===== src/hw/rtl/swm_pkg.sv =====
// Shared types and constants of the sliding window median filter
package swm_pkg;

    localparam int SAMPLE_BITS     = 16;
    localparam int SUM_BITS        = 48;
    localparam int CFG_BITS        = 7;
    localparam int WINDOW_MAX_DEF  = 64;
    localparam logic [CFG_BITS-1:0] CFG_RESET = CFG_BITS'(3);

    // What a cell hands to its right neighbor
    typedef struct packed {
        logic [SAMPLE_BITS-1:0] val;
        logic                   gt;
    } t_link;

    // Request waiting for the output stage
    typedef struct packed {
        logic prod;
        logic last;
    } t_req;

endpackage


===== src/hw/rtl/swm_out.sv =====
// Output stage: saturating median sum and result register
module swm_out (
    input  logic                            i_clk,
    input  logic                            i_rst_n,
    input  logic                            i_pend,
    input  swm_pkg::t_req                   i_req,
    input  logic [swm_pkg::SAMPLE_BITS-1:0] i_median,
    input  logic                            i_ready,
    output logic                            o_fire,
    output logic                            o_valid,
    output logic [swm_pkg::SAMPLE_BITS-1:0] o_median,
    output logic [swm_pkg::SUM_BITS-1:0]    o_median_sum,
    output logic                            o_is_last
);
    import swm_pkg::*;

    logic [SUM_BITS-1:0] r_sum, n_sum;
    logic [SUM_BITS:0]   w_add;
    logic                r_valid;
    logic [SAMPLE_BITS-1:0] r_median;
    logic [SUM_BITS-1:0] r_msum;
    logic                r_last;

    assign w_add  = {1'b0, r_sum} + (SUM_BITS + 1)'(i_median);
    // saturate on carry out
    assign n_sum  = w_add[SUM_BITS] ? {SUM_BITS{1'b1}} : w_add[SUM_BITS-1:0];
    assign o_fire = i_pend && (!i_req.prod || !r_valid || i_ready);

    always_ff @(posedge i_clk) begin
        if (!i_rst_n) begin
            r_valid <= 1'b0;
            r_sum   <= '0;
        end else begin
            if (o_fire) begin
                if (i_req.last) begin
                    r_sum <= '0;
                end else if (i_req.prod) begin
                    r_sum <= n_sum;
                end
            end
            if (o_fire && i_req.prod) begin
                r_valid <= 1'b1;
            end else if (i_ready) begin
                r_valid <= 1'b0;
            end
        end
    end

    always_ff @(posedge i_clk) begin
        if (o_fire && i_req.prod) begin
            r_median <= i_median;
            r_msum   <= n_sum;
            r_last   <= i_req.last;
        end
    end

    assign o_valid      = r_valid;
    assign o_median     = r_median;
    assign o_median_sum = r_msum;
    assign o_is_last    = r_last;

endmodule


===== config.mk =====
export PLATFORM = sky130hd
export DESIGN_NAME = swm_out
export DESIGN_NICKNAME = d
export VERILOG_FILES = /design/src/hw/rtl/swm_pkg.sv /design/src/hw/rtl/swm_out.sv
export SDC_FILE = /design/constraint.sdc
export NUM_CORES = 1
export LEC_CHECK = 0
export BUFFER_PORTS_ARGS = -buffer_cell sky130_fd_sc_hd__buf_2
export CAP_MARGIN = 30
export CORE_UTILIZATION = 51
export CTS_CLUSTER_SIZE = 8
export DETAILED_ROUTE_END_ITERATION = 16
export PLACE_DENSITY = 0.76
export SLEW_MARGIN = 20
export SYNTH_ARGS = -nofsm -noshare
export SYNTH_HDL_FRONTEND = slang
export SYNTH_SLANG_ARGS = --single-unit

===== constraint.sdc =====
create_clock -name i_clk -period 3.43 [get_ports i_clk]
set_input_delay 0.5145 -clock i_clk [delete_from_list [all_inputs] [get_ports i_clk]]
set_output_delay 0.5145 -clock i_clk [all_outputs]
set_load 0.005 [all_outputs]

==> results of run 1 <==
## power breakdown
group          internal [W]  switching [W]  leakage [nW]
Combinational     0.0000914       0.000135          1.51
Sequential          0.00149      0.0000122         0.993
Clock               0.00105       0.000593         0.276
## stage by stage
stage                     hold WS [ps]  area [µm²]  instances
final                              187        6830        802
after global placement             466        6260        769
after detailed placement           469        6280        770
after CTS                          166        6830        802
after global routing               173        6830        802
after floorplan                    454        5700        558
## state kept, by name (all words and copies together) (netlist names)
register and count:
o_median_sum 48, r_sum 48, o_median 16, o_is_last 1
o_valid 1
## cell families (layout without fill, tap and decap cells)
family / Yosys count / in the layout / synth area share
multiplexers: 1 / 1 / 0.00176
flip-flops: 114 / 114 / 0.514
AO/OA/AOI/OAI: 174 / 174 / 0.203
XOR/XNOR: 37 / 37 / 0.0568
AND/OR/NAND/NOR: 165 / 165 / 0.145
adder cells (fa/ha/maj): 17 / 17 / 0.0386
buffers and inverters: 50 / 154 / 0.0402
## routing by layer
metal  share of wire  global-route usage  up-vias
li1                -                   -     2266
met1            0.45               0.315     2225
met2            0.47               0.384      171
met3           0.063              0.0611       24
met4           0.015               0.102        0
met5               0                   0        -
## placed cells by master, fill, tap and decap left out, types with 3 or more instances in the layout
master	count
a21o_1	12
a21oi_1	35
a22o_1	18
a22oi_1	5
a31oi_1	15
and2_1	6
and3_1	13
and4_1	9
buf_2	88
buf_4	14
clkbuf_1	5
clkbuf_16	16
clkbuf_8	6
clkinv_2	4
dfxtp_1	49
edfxtp_1	65
ha_1	16
inv_1	19
nand2_1	66
nand2b_1	3
nand3_1	17
nand4_1	6
nor2_1	18
nor2b_1	4
nor3_1	11
o211ai_1	4
o21a_1	9
o21ai_0	39
o22ai_1	3
o2bb2ai_1	13
o311ai_0	5
xnor2_1	23
xor2_1	14
## area by class of cell
type,count,area (µm²),share of cell area
clock inverters,5,50.0,0.00733
multi-input cells,394,2540,0.372
clock buffers,27,502,0.0734
repair buffers,103,561,0.0821
inverters,19,71.3,0.0104
well taps,140,175,0.0256
flip-flops and latches,114,2930,0.429
## critical path, cell delays in order, from the launching register on
cell      delay [ps]
dfxtp_1          320
ha_1             220
fa_1             440
a211oi_2         300
o211ai_2         150
and3_1           210
or2_1            260
buf_4            210
and4_1           220
xnor2_1          130
nand2_1           70
## path summary, 6_finish.rpt
path                            to
setup / recovery  o_median_sum[42]
hold / removal         o_median[9]
setup reg to reg  o_median_sum[42]
hold reg to reg           r_sum[3]
==> impl_results.md, run 1 <==
* Clock-pin slew on the worst setup and hold paths at 50 ps
* Unrepaired setup endpoints after global routing: no
* Max Freq at 0.358 GHz
* Total Power at 0.00338 W
* Initial Util at 0.524
* Setup repair bufs after CTS at 0
* Hold path depth at 1
* Post-synthesis register bit count at 114
* Static leakage at 2.78 nW
* Die Area at 11,600 µm²
* DIE HEIGHT at 108 µm
* Synth area leader: edfxtp_1
* First-pass DRT Iterations at 5
* DRC viols at 0
* DP Worst Slack at 336 ps
* Final Util at 0.627
* Least-Margin Pin Slew at 858 ps
* Gr usage total at 0.242
* Vias/cell at 5.84
* Cells after Synth at 558
* IO buf count at 88
* Initial DRC Count at 275
* Max Cap Violations at 0
* First-pass GRT wire length at 21.5 mm
* CTS Sinks at 114
* Routed wire length at 13.2 mm
* Clock period minus worst slack at 2790 ps
* Mapped cell area at 5700 µm²
* DR WL/cell at 16.5 µm
* Hpwl dp at 8.67 mm
* R2R depth at 10
* CTS tree: built
* Critical Path End Type: flip-flop
* Post-synthesis async set-or-reset flop share at 0
* HP Start: i_median[9]
* WP data arrival at 3060 ps
* Setup crit start kind: flip-flop
* PnR worst setup slack at 636 ps
* Max Clock Skew at 8.13 ps
* Count leader, synth: nand2_1
* Root Buffer: clkbuf_8
* Final slew viol count at 0
* Endpoints failing setup at 0
* Sequential fraction of the synthesis area at 0.514
* Area growth from synthesis to layout at 19.8%
* Post-synth EDFFs at 65
* Unique masters post-synth at 54
* Fin crit share at 0.814
* Status: finished clean
* Final Hold Viols at 0
* # IOs at 89
* Top post-synthesis cells by count: nand2_1, edfxtp_1, dfxtp_1, o21ai_0, a21oi_1
* Hold_buf cts at 0
* Critical path class: reg2reg
* Post-Syn Nets at 597
* Min-delay worst type: in2reg
* Initial antenna violation count at 0
* Largest net degree at the start of global routing at 66
* Core Area at 10,900 µm²
* R2r setup slk at 640 ps
* Layout fillers at 898
* Num CTS Buffers at 17
* NumNets Final at 688
* Antenna Nets Post-Route at 0
* Gpl congestion at 0.869
* VDD IR max at 315 µV
* Top cell type's share of synthesized area at 0.342
* Via count at 4,686
* Vias in the first global route at 4,448
* H-tree depth at 4
* Worst path required time at 3690 ps
* GRT overflow at 0
* CTS resizes at 0
* Synth warnings at 0
* Synth top area cells: edfxtp_1, dfxtp_1, nand2_1, xnor2_1, ha_1
* Mean post-synth cell area at 10.2 µm²
* CTS Buffer Depth at 2
* Power Density at 495 nW/µm²
* Antenna cells at 0
* Ys flop type: edfxtp_1
* Setup_tns at 0 ps
* Die Span X at 108 µm
* Worst Setup SP: r_sum[0]
* Share of post-route cells with drive strength above 1 at 0.210
* Row cnt at 38
* Reg2reg start: r_sum[0]
* Relative slew slack at 0.428
* Clk_lat worst skew at 530 ps
* Crit Path Max Fanout at 15
(Power assumes the default switching activity.)
==> run 2, diff against run 1 <==
- CORE_UTILIZATION: 51 -> 57
- PLACE_DENSITY: 0.76 -> 0.8
- clock period: 3.43 -> 2.6 ns (I/O delays scaled with it)
==> run 2 against run 1 <==
Critical path depth grew 1; clock skew decreased by 2.0 ps; clock-buffer cell count fell by 8; largest cell class unchanged; non-clock buffer count increased by 45.
==> impl_results.md, run 2 (synthesis gave the netlist of run 1 again) <==
* Status: finished clean (unchanged)
* Gpl congestion at 0.906 (was 0.869)
* Initial Util at 0.586 (was 0.524)
* Gr usage total at 0.279 (was 0.242)
* Sequential share of power at 0.432 (was 0.446)
* IO buf count at 88 (unchanged)
* Clock-pin slew on the worst setup and hold paths at 60 ps (was 50 ps)
* Unrepaired setup endpoints after global routing: yes (was no)
* DRC viols at 0 (unchanged)
* Clk_lat worst skew at 530 ps (about the same)
* VDD IR max at 446 µV (was 315 µV)
* GRT overflow at 0 (unchanged)
* H-tree depth at 4 (unchanged)
* Antenna cells at 0 (unchanged)
* Comb pwr share at 0.077 (was 0.067)
* Critical path class: reg2reg (unchanged)
* Largest net degree at the start of global routing at 66 (unchanged)
* CTS Buffer Depth at 2 (unchanged)
* Net Switching at 0.00102 W (was 0.000741 W)
* Max Clock Skew at 6.17 ps (was 8.13 ps)
* Cell-internal power at 0.00359 W (was 0.00264 W)
* DR WL/cell at 17.0 µm (was 16.5 µm)
* Power Density at 630 nW/µm² (was 495 nW/µm²)
* Relative slew slack at 0.432 (was 0.428)
* First-pass DRT Iterations at 6 (was 5)
* Vias/cell at 5.94 (was 5.84)
* Die Span X at 102 µm (was 108 µm)
* Routed wire length at 14.3 mm (was 13.2 mm)
* Vias in the first global route at 4,580 (was 4,448)
* Critical Path End Type: flip-flop (unchanged)
* Static leakage at 3.00 nW (was 2.78 nW)
* Setup crit start kind: flip-flop (unchanged)
* Row cnt at 36 (was 38)
* Most common cell after layout, fill and taps aside: buf_2 (unchanged)
* Clock period minus worst slack at 2560 ps (was 2790 ps)
* Sw frac at 0.221 (was 0.219)
* First-pass GRT wire length at 22.1 mm (was 21.5 mm)
* Endpoints failing setup at 0 (unchanged)
* Min-delay worst type: in2reg (unchanged)
* Most frequent cells in the layout: buf_2, nand2_1, edfxtp_1, buf_4, dfxtp_1 (was buf_2, nand2_1, edfxtp_1, dfxtp_1, o21ai_0)
* Crit Path Max Fanout at 4 (was 15)
* DP Worst Slack at -218 ps (was 336 ps)
* Core Area at 9730 µm² (was 10,900 µm²)
* Hold_buf cts at 0 (unchanged)
* Via count at 4,984 (was 4,686)
* Worst path required time at 2880 ps (was 3690 ps)
* CTS Sinks at 114 (unchanged)
* NumNets Final at 733 (was 688)
* Num CTS Buffers at 17 (unchanged)
* Antenna Nets Post-Route at 0 (unchanged)
* Final slew viol count at 0 (unchanged)
* DIE HEIGHT at 102 µm (was 108 µm)
* Max Cap Violations at 0 (unchanged)
* WP data arrival at 2830 ps (was 3060 ps)
* # IOs at 89 (unchanged)
* Root Buffer: clkbuf_8 (unchanged)
* Initial DRC Count at 282 (was 275)
* Share of post-route cells with drive strength above 1 at 0.289 (was 0.210)
* Die Area at 10,400 µm² (was 11,600 µm²)
* Least-Margin Pin Slew at 853 ps (was 858 ps)
* Final Hold Viols at 0 (unchanged)
* Initial antenna violation count at 0 (unchanged)
* Layout fillers at 675 (was 898)
* CTS tree: built (unchanged)
* Clock power share at 0.492 (was 0.487)
* PnR worst setup slack at 42.6 ps (was 636 ps)
* Fin crit share at 0.984 (was 0.814)
* Total Power at 0.00461 W (was 0.00338 W)
* Hpwl dp at 9.13 mm (was 8.67 mm)
* Area growth from synthesis to layout at 28.2% (was 19.8%)
* Max Freq at 0.391 GHz (was 0.358 GHz)
## run 2: power by group through the flow
| stage | clock network [W] | logic, W | registers [W] |
|---|---|---|---|
| global placement | 0 | 0.000325 | 0.00202 |
| floorplan | 0 | 0.000170 | 0.00203 |
| finish | 0.00227 | 0.000353 | 0.00199 |
| CTS | 0.00228 | 0.000341 | 0.00199 |
| detailed placement | 0 | 0.000334 | 0.00202 |
| global route | 0.00235 | 0.000384 | 0.00199 |
## run 2: final cells by class
class                      count  area, µm²  share of cell area
timing repair buffer         148        920               0.126
clock inverter                12        140              0.0192
tap                          133        166              0.0228
inverter                      19       71.3             0.00976
clock buffer                  19        432              0.0590
sequential                   114       2930               0.401
multi-input combinational    394       2650               0.362
## run 2: metrics by stage
stage | TNS (ps) | util | cell area, µm² | hold WS, ps | std cells
6_report | 0 | 0.751 | 7310 | 55.7 | 839
3_3_place_gp | -3480 | 0.677 | 6590 | 467 | 804
3_5_place_dp | -5260 | 0.677 | 6590 | 472 | 804
4_1_cts | 0 | 0.737 | 7170 | 40.0 | 835
5_1_grt | -419 | 0.751 | 7310 | 45.4 | 839
2_1_floorplan | -842 | - | 5710 | 454 | 558
## run 2: critical path: stages, from the launching register on
cell,delay (ps)
dfxtp_1,320
ha_1,350
nand3_1,140
o211ai_1,300
a22oi_1,140
buf_4,160
o21ai_0,170
buf_4,170
buf_12,110
and3_1,210
xnor2_1,160
nand2_1,80
## run 2: metal layers
metal  share of wire  GRT usage
met1            0.43      0.381
met2            0.48      0.440
met3           0.066     0.0575
met4           0.016     0.0989
met5               0          0
## run 2: path summary, 6_finish.rpt
kind / slack [ps] / cells past startpoint / end / start
max: 40 / 11 / o_median_sum[21] / r_sum[8]
min: 60 / 1 / o_median[4] / i_median[4]
max reg2reg: 40 / 11 / o_median_sum[21] / r_sum[8]
min reg2reg: 490 / 1 / r_sum[2] / r_sum[2]
## run 2: what timing repair did
| action | 4_1_cts | 5_1_grt |
|---|---|---|
| endpoints found under the setup margin | 4 | 40 |
| setup buffers | 0 | 4 |
| resized for setup | 3 | 19 |
| pin swaps | 0 | 1 |
