File: src/hw/rtl/swm_pkg.sv
// Shared types and constants of the sliding window median filter
package swm_pkg;

    localparam int SAMPLE_BITS     = 16;
    localparam int SUM_BITS        = 48;
    localparam int CFG_BITS        = 7;
    localparam int WINDOW_MAX_DEF  = 64;
    localparam logic [CFG_BITS-1:0] CFG_RESET = CFG_BITS'(3);

    // What a cell hands to its right neighbor
    typedef struct packed {
        logic [SAMPLE_BITS-1:0] val;
        logic                   gt;
    } t_link;

    // Request waiting for the output stage
    typedef struct packed {
        logic prod;
        logic last;
    } t_req;

endpackage

File: src/hw/rtl/swm_cell.sv
// One slot of the sorted window: value, age and local shift logic
module swm_cell #(
    parameter int AGE_W = 6
) (
    input  logic                            i_clk,
    input  logic                            i_en,
    input  logic [swm_pkg::SAMPLE_BITS-1:0] i_x,
    input  logic                            i_rle,
    input  logic [swm_pkg::SAMPLE_BITS-1:0] i_nxt_val,
    input  logic [AGE_W-1:0]                i_nxt_age,
    input  logic                            i_valid_n,
    input  logic                            i_live,
    input  logic [AGE_W-1:0]                i_oldest,
    input  swm_pkg::t_link                  i_left,
    input  logic [AGE_W-1:0]                i_left_age,
    output swm_pkg::t_link                  o_link,
    output logic [AGE_W-1:0]                o_s_age,
    output logic [swm_pkg::SAMPLE_BITS-1:0] o_val,
    output logic [AGE_W-1:0]                o_age,
    output logic                            o_hit
);
    import swm_pkg::*;

    logic [SAMPLE_BITS-1:0] r_val, n_val, w_s_val;
    logic [AGE_W-1:0]       r_age, n_age, w_s_age;
    logic                   w_gt;

    // close the gap left by the removed sample
    assign w_s_val = i_rle ? i_nxt_val : r_val;
    assign w_s_age = i_rle ? i_nxt_age : r_age;
    assign w_gt    = i_valid_n && (w_s_val > i_x);

    assign o_link.val = w_s_val;
    assign o_link.gt  = w_gt;
    assign o_s_age    = w_s_age;
    assign o_val      = r_val;
    assign o_age      = r_age;
    assign o_hit      = i_live && (r_age == i_oldest);

    always_comb begin
        priority if (i_left.gt) begin
            n_val = i_left.val;
            n_age = i_left_age + AGE_W'(1);
        end else if (w_gt || !i_valid_n) begin
            n_val = i_x;
            n_age = '0;
        end else begin
            n_val = w_s_val;
            n_age = w_s_age + AGE_W'(1);
        end
    end

    always_ff @(posedge i_clk) begin
        if (i_en) begin
            r_val <= n_val;
            r_age <= n_age;
        end
    end

endmodule

File: config.mk
export PLATFORM = sky130hd
export DESIGN_NAME = swm_cell
export DESIGN_NICKNAME = d
export VERILOG_FILES = /design/src/hw/rtl/swm_pkg.sv /design/src/hw/rtl/swm_cell.sv
export SDC_FILE = /design/constraint.sdc
export NUM_CORES = 1
export LEC_CHECK = 0
export BUFFER_PORTS_ARGS = -buffer_cell sky130_fd_sc_hd__buf_4
export CAP_MARGIN = 30
export CORE_ASPECT_RATIO = 1.1
export CORE_MARGIN = 1.5
export CORE_UTILIZATION = 50
export CTS_CLUSTER_DIAMETER = 100
export CTS_CLUSTER_SIZE = 10
export DETAILED_ROUTE_END_ITERATION = 16
export GPL_ROUTABILITY_DRIVEN = 0
export HOLD_SLACK_MARGIN = 0.1
export PLACE_DENSITY_LB_ADDON = 0.25
export SLEW_MARGIN = 10
export SYNTH_ARGS = -nofsm -noshare
export SYNTH_HDL_FRONTEND = slang
export SYNTH_SLANG_ARGS = --single-unit
export TNS_END_PERCENT = 20
File: constraint.sdc
create_clock -name i_clk -period 4.35 [get_ports i_clk]
set_clock_uncertainty 0.1 [all_clocks]
set_input_delay 0.2175 -clock i_clk [delete_from_list [all_inputs] [get_ports i_clk]]
set_output_delay 0.2175 -clock i_clk [all_outputs]
set_load 0.005 [all_outputs]
==> impl_metrics.tcl, run 1 <==
set metrics [dict create \
    crit_path_end "o_link[0]" \
    final_cell_area_um2 3180 \
    maxCapViolCount 0 \
    yosys-top-cells-area "edfxtp_1 29%, ha_1 9.9%, mux2_2 9.4%" \
    ant_nets 0 \
    postCtsSetupBuffers 0 \
    postSynthCellCount 243 \
    synth_area_leader_cell "edfxtp_1" \
    netlist.area_leader.share 0.290 \
    num_vias 2260 \
    gr-total-overflow 0 \
    yosys-top-cells-count "25 x nand2_1, 22 x edfxtp_1, 19 x inv_1, 19 x mux2_2, 18 x ha_1" \
    yosys.cell_count.top_type "nand2_1" \
    syn_nets 333 \
    async_flop_share 0 \
    timing.rr.end "o_val[13]$_DFFE_PP_" \
    dieWidth_um 67.4 \
    regArea_um2 661 \
    cts_tree "built" \
    postSynthAreaPerCell_um2 9.38 \
    antenna_found_initial 0 \
    p_switching_mw 0.221 \
    fmax_mhz 299 \
    die_y_um 73.8 \
    ys_types 39 \
    die_area_um2 4970 \
    drtIter0Drc 65 \
    io_buffers 117 \
    tightest_slew_ns 0.882 \
    min_path_type "input port to flop" \
    hold_violations 0 \
    netlist_area_um2 2280 \
    crit-reg2reg-launch "o_val[11]$_DFFE_PP_" \
    fin_crit_ns 3.35 \
    seq_area_frac_synth 0.290 \
    grt_pass1_vias 2235 \
    r2r_cells 6 \
    finalSetupTns_ns 0 \
    end_kind "output pin" \
    h-tree-depth 1 \
    fin_crit_sh 0.769 \
    final_max_slew_viol_count 0 \
    p_int_mw 0.479 \
    ioPinCount 118 \
    worstPathRequired_ns 4.03 \
    dpl-instance-area_um2 3130 \
    avgRoutedWirePerCell_um 15.3 \
    cts-hold-fix-buffers 0 \
    rsz0062_at_grt "no" \
    drt-vias-per-instance 5.64 \
    grt_pass1_wl_mm 9.60 \
    ctsResizeCount 0 \
    multi_input_area_um2 1460 \
    setup_viol 0 \
    relSlewSlack 0.411 \
    clkTransAtPathRegs_ns 0.09 \
    combPwrFrac 0.425 \
    drc_errors 0 \
    antenna_cells 0 \
    cts_buffers 3 \
    start_util 0.524 \
    start_kind "flop" \
    seqPwrFrac 0.386 \
    crit_arrival_ns 3.03 \
    fp-row-count 25 \
    drtPass1Iterations 4 \
    r2r_setup_slack_ns 1.27 \
    gr-usage-all-layers 0.248 \
    totalWireLength_mm 6.16 \
    cts.sinks 22 \
    grt_start_max_net_pins 61 \
    p_sw_frac 0.315 \
    leakage_nw 1.43 \
    clockBufferDepth 2 \
    ys_ff_latch 22 \
    drive_gt1_frac 0.435 \
    synth_flop_cell "edfxtp_1" \
    place_hpwl_mm 4.67 \
    synth-warning-count 0 \
    power_frac_clock 0.189 \
    syn_to_final_growth_pct 39.3 \
    cellPowerDensity_nw_per_um2 220 \
    insertion_delay_ns 0.27 \
    critical_path.startpoint "o_val[11]$_DFFE_PP_" \
    clock-root-buffer "clkbuf_8" \
    status "finished clean" \
    nFillCells 360 \
    nets 439 \
    worstPathMaxFanout 18 \
    core-area_um2 4350 \
    crit_type "flop to output pin" \
    ir_worst_vdd_mv 0.156 \
    synth_edf_count 22 \
]
==> per-layer routing <==
metal,part of all wire,vias up,GRT usage
met2,0.52,93,0.462
met4,0.014,0,0.0794
li1,-,1115,-
met3,0.068,10,0.0368
met1,0.40,1042,0.286
met5,0,-,0
==> flip-flops by register name, summed over array words and instances, names as in the netlist <==
name   flops
o_val     16
o_age      6
==> worst min path at each step <==
stage	start	end	slack, ns	cells past startpoint
floorplan	i_en	o_age[0]$_DFFE_PP_	0.23	0
global placement	i_left[1]	o_val[0]$_DFFE_PP_	0.41	3
detailed placement	i_left[11]	o_val[10]$_DFFE_PP_	0.42	3
CTS	i_left[11]	o_val[10]$_DFFE_PP_	0.14	3
global route	i_left[1]	o_val[0]$_DFFE_PP_	0.15	3
finish	i_left[11]	o_val[10]$_DFFE_PP_	0.14	3
==> through the flow <==
stage / setup slack, ns / hold WS [ns] / util / std cells / power (mW)
3_5_place_dp: 1.04 / 0.418 / 0.721 / 398 / 0.572
2_1_floorplan: 1.52 / 0.230 / - / 243 / 0.434
5_1_grt: 0.834 / 0.148 / 0.730 / 401 / 0.739
6_report: 1.00 / 0.141 / 0.730 / 401 / 0.700
3_3_place_gp: 1.11 / 0.409 / 0.721 / 398 / 0.565
4_1_cts: 1.05 / 0.142 / 0.730 / 401 / 0.703
==> kinds of logic (layout without fill, tap and decap cells) <==
group / after synthesis / in the layout / share of synthesized area
AOI/OAI and AO/OA: 56 / 56 / 0.214
xor gates and xnor gates: 13 / 13 / 0.0499
adders and majority gates: 18 / 18 / 0.0988
buffers and inverters: 35 / 139 / 0.0714
DFF: 22 / 22 / 0.290
muxes: 22 / 22 / 0.107
and+or+nand+nor: 77 / 77 / 0.170
==> layout make-up <==
class	count	area share
multi-input combinational	186	0.459
timing repair buffer	117	0.277
sequential	22	0.208
inverter	19	0.0225
tap	54	0.0213
clock buffer	3	0.0130
==> critical path: stages, from the launching register on <==
cell       delay (ns)
edfxtp_1         0.40
mux2_2           0.31
ha_1             0.33
nand4_1          0.25
a2111oi_4        0.81
nor2_1           0.09
a211oi_1         0.39
buf_4            0.18
==> power groups by stage <==
stage	sequential (mW)	combinational, mW	clock [mW]
detailed placement	0.275	0.297	0
global placement	0.275	0.291	0
finish	0.270	0.297	0.132
CTS	0.270	0.299	0.134
global route	0.273	0.328	0.138
floorplan	0.275	0.159	0
==> cell usage in the layout (no fill, tap or decap), types with 2 or more instances in the layout <==
cell and n:
nor2_1 17, nand3_1 5, mux2_2 19, nand2b_1 17, o311ai_0 16, o31ai_2 3
o211ai_1 16, edfxtp_1 22, a21oi_1 8, buf_4 117, ha_1 18, clkbuf_8 3
xnor2_1 7, inv_1 19, mux2i_1 3, xor2_1 6, nor2b_1 2, o21ai_1 3
nand4_1 4, nand2_1 25
No activity file was read; power rests on OpenSTA's default activity.
==> run 2, diff against run 1 <==
CORE_UTILIZATION = 46   (was 50)
clock period = 3.4 ns   (was 4.35 ns; I/O delays follow)
==> run 2 against run 1 <==
Net effect:
- combinational power is 30% higher
- core utilization down 4.1 points
- clock-buffer cell count stayed put
- design area up 2.4%
- power up 40%
- hold slack got worse by 0.040 ns
- via count up 2.7%
==> impl_metrics.tcl, run 2 (synthesis results as in run 1) <==
set metrics [dict create \
    final_common_cell "buf_4" \
    cellPowerDensity_nw_per_um2 302 \
    timing.rr.end "o_age[5]$_DFFE_PP_" \
    crit_family "compound AO/OA/AOI/OAI gates" \
    gr-total-overflow 0 \
    fin_crit_sh 0.852 \
    place_hpwl_mm 4.75 \
    max_stage_delay_ns 0.55 \
    regArea_um2 661 \
    tightest_slew_ns 0.565 \
    grt_pass1_wl_mm 10.6 \
    io_buffers 117 \
    worstPathMaxFanout 7 \
    die_area_um2 5390 \
    finalSetupTns_ns 0 \
    final_max_slew_viol_count 0 \
    multi_input_area_um2 1460 \
    insertion_delay_ns 0.26 \
    fin_crit_ns 2.90 \
    largest_reg_flops 16 \
    min_path_type "input port to flop" \
    worst-path-buf-inv 1 \
    rsz0062_at_grt "no" \
    nets 444 \
    critPathSlowestCell "a2111oi_4" \
    fmax_mhz 345 \
    num_vias 2322 \
    clock-root-buffer "clkbuf_8" \
    avgRoutedWirePerCell_um 15.4 \
    grt_start_max_net_pins 61 \
    drtIter0Drc 109 \
    crit_type "flop to output pin" \
    mostFrequentLayoutCells "120 x buf_4, 25 x nand2_1, 22 x edfxtp_1" \
    power_frac_clock 0.255 \
    antenna_cells 0 \
    drive_gt1_frac 0.439 \
    final_core_util 0.689 \
    r2r_setup_slack_ns 0.56 \
    core-area_um2 4720 \
    fp-row-count 26 \
    crit-reg2reg-launch "o_val[11]$_DFFE_PP_" \
    cts_buffers 3 \
    die_y_um 76.8 \
    path_cells "mux2_2, ha_1, nand4_1, a2111oi_4, nor2_1, a211oi_1, buf_4" \
    antenna_found_initial 0 \
    hold_start "i_left[11]" \
    hold_violations 0 \
    nFillCells 404 \
    p_sw_frac 0.294 \
    drtPass1Iterations 4 \
    syn_to_final_growth_pct 42.6 \
    status "finished clean" \
    drt-vias-per-instance 5.68 \
    setup_viol 0 \
    h-tree-depth 1 \
    combPwrFrac 0.392 \
    clockBufferDepth 2 \
    cts_tree "built" \
    min_path_cells 3 \
    dieWidth_um 70.1 \
    ant_nets 0 \
    whs_endpoint "o_val[10]$_DFFE_PP_" \
    p_switching_mw 0.288 \
    cp_num_cells 7 \
    p_int_mw 0.693 \
    maxCapViolCount 0 \
    critical_path.startpoint "o_val[11]$_DFFE_PP_" \
    ir_worst_vdd_mv 0.168 \
    clkTransAtPathRegs_ns 0.09 \
    gr-usage-all-layers 0.236 \
    end_kind "output pin" \
    totalWireLength_mm 6.29 \
    leakage_nw 1.46 \
    crit_arrival_ns 2.63 \
    r2r_cells 7 \
    postCtsSetupBuffers 0 \
    worstPathRequired_ns 3.13 \
    relSlewSlack 0.623 \
    seqPwrFrac 0.353 \
    start_kind "flop" \
    start_util 0.483 \
    drc_errors 0 \
    ioPinCount 118 \
    grt_pass1_vias 2395 \
    cts.sinks 22 \
]
==> run 2: cell count changes in the layout (fill, tap and decap cells not counted) <==
cell / change
dlygate4sd3_1: +2
buf_4: +3
bufinv_16: +1
==> run 2: per-layer routing <==
metal | vias to the layer above | track usage | share of wire | wire length [um]
met5 | - | 0 | 0 | 0
met2 | 93 | 0.430 | 0.53 | 3340
li1 | 1123 | - | - | -
met1 | 1098 | 0.279 | 0.40 | 2510
met4 | 0 | 0.0808 | 0.012 | 78
met3 | 8 | 0.0342 | 0.057 | 358
==> run 2: through the flow <==
step	cell area, um^2	total power [mW]	instances	setup WS (ns)	hold slack (ns)
2_1_floorplan	2280	0.555	243	0.640	0.182
3_3_place_gp	3160	0.723	403	0.481	0.364
3_5_place_dp	3160	0.733	403	0.386	0.372
4_1_cts	3240	0.985	408	0.505	0.101
5_1_grt	3250	1.04	409	0.307	0.112
6_report	3250	0.981	409	0.502	0.101
==> run 2: worst register-to-register path: cells and delay by family, from the launching register on <==
| family | cells | cell delay [ns] |
|---|---|---|
| flip-flops | 1 | 0.39 |
| adder cells (fa/ha/maj) | 1 | 0.32 |
| AND/OR/NAND/NOR | 3 | 0.91 |
| AO/OA/AOI/OAI | 2 | 0.64 |
| multiplexers | 1 | 0.30 |
==> run 2: repair_timing <==
action,4_1_cts,5_1_grt
setup endpoints to repair,0,0
gates resized for setup,0,0
hold endpoints to repair,1,1
hold buffers,1,1
==> run 2: how the worst max path moves through the flow <==
stage / to
4_1_cts: o_link[0]
3_5_place_dp: o_age[5]$_DFFE_PP_
2_1_floorplan: o_val[15]$_DFFE_PP_
6_report: o_link[0]
5_1_grt: o_link[0]
3_3_place_gp: o_age[5]$_DFFE_PP_
==> run 2: area by class of cell <==
type | instances | share of cell area
Clock buffer | 3 | 0.0127
Inverter | 19 | 0.0219
Clock inverter | 1 | 0.00924
Sequential cell | 22 | 0.203
Tap cell | 56 | 0.0216
Multi-Input combinational cell | 186 | 0.448
Timing Repair Buffer | 122 | 0.283
==> run 2: power by group through the flow <==
stage                     logic, mW  registers [mW]  clock network [mW]
after CTS                     0.385           0.346               0.254
final                         0.385           0.346               0.250
after global routing          0.423           0.350               0.267
after floorplan               0.204           0.352                   0
after global placement        0.372           0.351                   0
after detailed placement      0.381           0.352                   0
==> run 3, diff against run 2 <==
CELL_PAD_IN_SITES_DETAIL_PLACEMENT = 0   (was unset)
CELL_PAD_IN_SITES_GLOBAL_PLACEMENT = 2   (was unset)
CORE_UTILIZATION = 26   (was 46)
==> run 3 against run 2 <==
Net effect:
- critical path depth unchanged
- sequential share of layout area decreased by 0.55 points
- wire length increased by 9.1%
- global-route usage decreased by 9.3 points
- sequential cell count unchanged
- sequential power about the same
- critical path type unchanged
==> impl_metrics.tcl, run 3 (synthesis results as in run 1) <==
set metrics [dict create \
    clock-root-buffer "clkbuf_8" \
    hold_violations 0 \
    tightest_slew_ns 0.595 \
    leakage_nw 1.47 \
    grt_start_max_net_pins 61 \
    cts_buffers 3 \
    maxCapViolCount 0 \
    die_y_um 101 \
    start_util 0.270 \
    drtPass1Iterations 4 \
    core-area_um2 8450 \
    relSlewSlack 0.603 \
    status "finished clean" \
    h-tree-depth 1 \
    end_kind "output pin" \
    dpl_worst_slack_ns 0.323 \
    clockBufferDepth 2 \
    worstPathMaxFanout 9 \
    r2r_cells 7 \
    drtIter0Drc 50 \
    worst-path-buf-inv 1 \
    ir_worst_vdd_mv 0.134 \
    setup_viol 0 \
    io_buffers 117 \
    rsz0062_at_grt "no" \
    drive_gt1_frac 0.433 \
    avgRoutedWirePerCell_um 14.6 \
    fp-row-count 35 \
    finalPower_mw 0.922 \
    crit-reg2reg-launch "o_val[11]$_DFFE_PP_" \
    max_stage_delay_ns 0.54 \
    cellPowerDensity_nw_per_um2 276 \
    cts.sinks 22 \
    dieWidth_um 92.3 \
    insertion_delay_ns 0.28 \
    final_common_cell "buf_4" \
    antenna_found_initial 0 \
    fin_crit_sh 0.886 \
    fin_crit_ns 3.01 \
    timing.rr.end "o_age[5]$_DFFE_PP_" \
    clkTransAtPathRegs_ns 0.10 \
    min_path_type "input port to flop" \
    whs_endpoint "o_val[3]$_DFFE_PP_" \
    grt_pass1_vias 2169 \
    drt-vias-per-instance 4.78 \
    nets 449 \
    min_path_cells 3 \
    cts_tree "built" \
    fmax_mhz 332 \
    worstPathRequired_ns 3.13 \
    mostFrequentLayoutCells "121 x buf_4, 25 x nand2_1, 22 x edfxtp_1" \
    num_vias 2244 \
    path_cells "mux2_2, ha_1, nand4_1, a211oi_2, nor2_1, a211oi_1, buf_4" \
    critPathSlowestCell "a211oi_2" \
    largest_reg_flops 16 \
    hold_start "i_left[4]" \
    antenna_cells 0 \
    setup_ws_ns 0.387 \
    drc_errors 0 \
    crit_family "compound AO/OA/AOI/OAI gates" \
    ant_nets 0 \
    totalWireLength_mm 6.86 \
    crit_arrival_ns 2.74 \
    gr-usage-all-layers 0.143 \
    grt_pass1_wl_mm 10.6 \
    ioPinCount 118 \
    final_max_slew_viol_count 0 \
    place_hpwl_mm 5.15 \
    finalSetupTns_ns 0 \
    crit_type "flop to output pin" \
    r2r_setup_slack_ns 0.53 \
    syn_to_final_growth_pct 46.5 \
    gr-total-overflow 0 \
    start_kind "flop" \
    die_area_um2 9340 \
]
==> run 3: cell count changes in the layout (fill, tap and decap cells not counted), sizes merged <==
| cell | before | now |
|---|---|---|
| bufinv | 1 | 0 |
| clkinv | 0 | 1 |
| buf | 120 | 121 |
| dlygate4sd3 | 2 | 6 |
==> run 3: area by class of cell <==
type / count / area, um^2
fill: 872 / 5110
multi-input combinational: 186 / 1460
tap: 111 / 139
clock buffer: 3 / 41.3
timing repair buffer: 127 / 968
clock inverter: 1 / 3.75
sequential: 22 / 661
inverter: 19 / 71.3
==> run 3: where the power goes <==
part	switching (mW)	internal [mW]	leakage [nW]
clock network	0.107	0.0813	0.0231
registers	0.0154	0.330	0.220
logic	0.180	0.208	1.23
total	0.302	0.620	1.47
==> run 3: how the worst max path moves through the flow <==
stage                         from             endpoint  cells after the start
2_1_floorplan                i_rle  o_val[15]$_DFFE_PP_                      9
3_3_place_gp                 i_rle   o_age[5]$_DFFE_PP_                      8
6_report       o_val[11]$_DFFE_PP_            o_link[0]                      7
3_5_place_dp                 i_rle   o_age[5]$_DFFE_PP_                      8
5_1_grt        o_val[11]$_DFFE_PP_            o_link[0]                      7
4_1_cts        o_val[11]$_DFFE_PP_            o_link[0]                      8
==> run 3: per-stage QoR <==
step           area, um^2  cells  hold WS (ns)   util
2_1_floorplan        2280    243         0.182      -
3_3_place_gp         3240    459         0.368  0.383
3_5_place_dp         3240    459         0.383  0.383
4_1_cts              3340    469         0.100  0.395
5_1_grt              3340    469         0.101  0.395
6_report             3340    469        0.0975  0.395
==> run 3: repair_timing <==
item,in CTS,in global routing
hold buffers,6,0
setup buffers,0,0
gates resized for setup,0,0
endpoints found under the hold margin,6,0
==> run 3: tightest hold or removal path: stages <==
cell	delay [ns]
buf_4	0.08
nand2_1	0.04
o211ai_1	0.07
==> run 3: per-layer routing <==
layer | global-route usage | up-vias | part of all wire
li1 | - | 1138 | -
met1 | 0.194 | 1024 | 0.47
met2 | 0.242 | 77 | 0.47
met3 | 0.0218 | 5 | 0.057
met4 | 0.0284 | 0 | 0.0067
met5 | 0 | - | 0
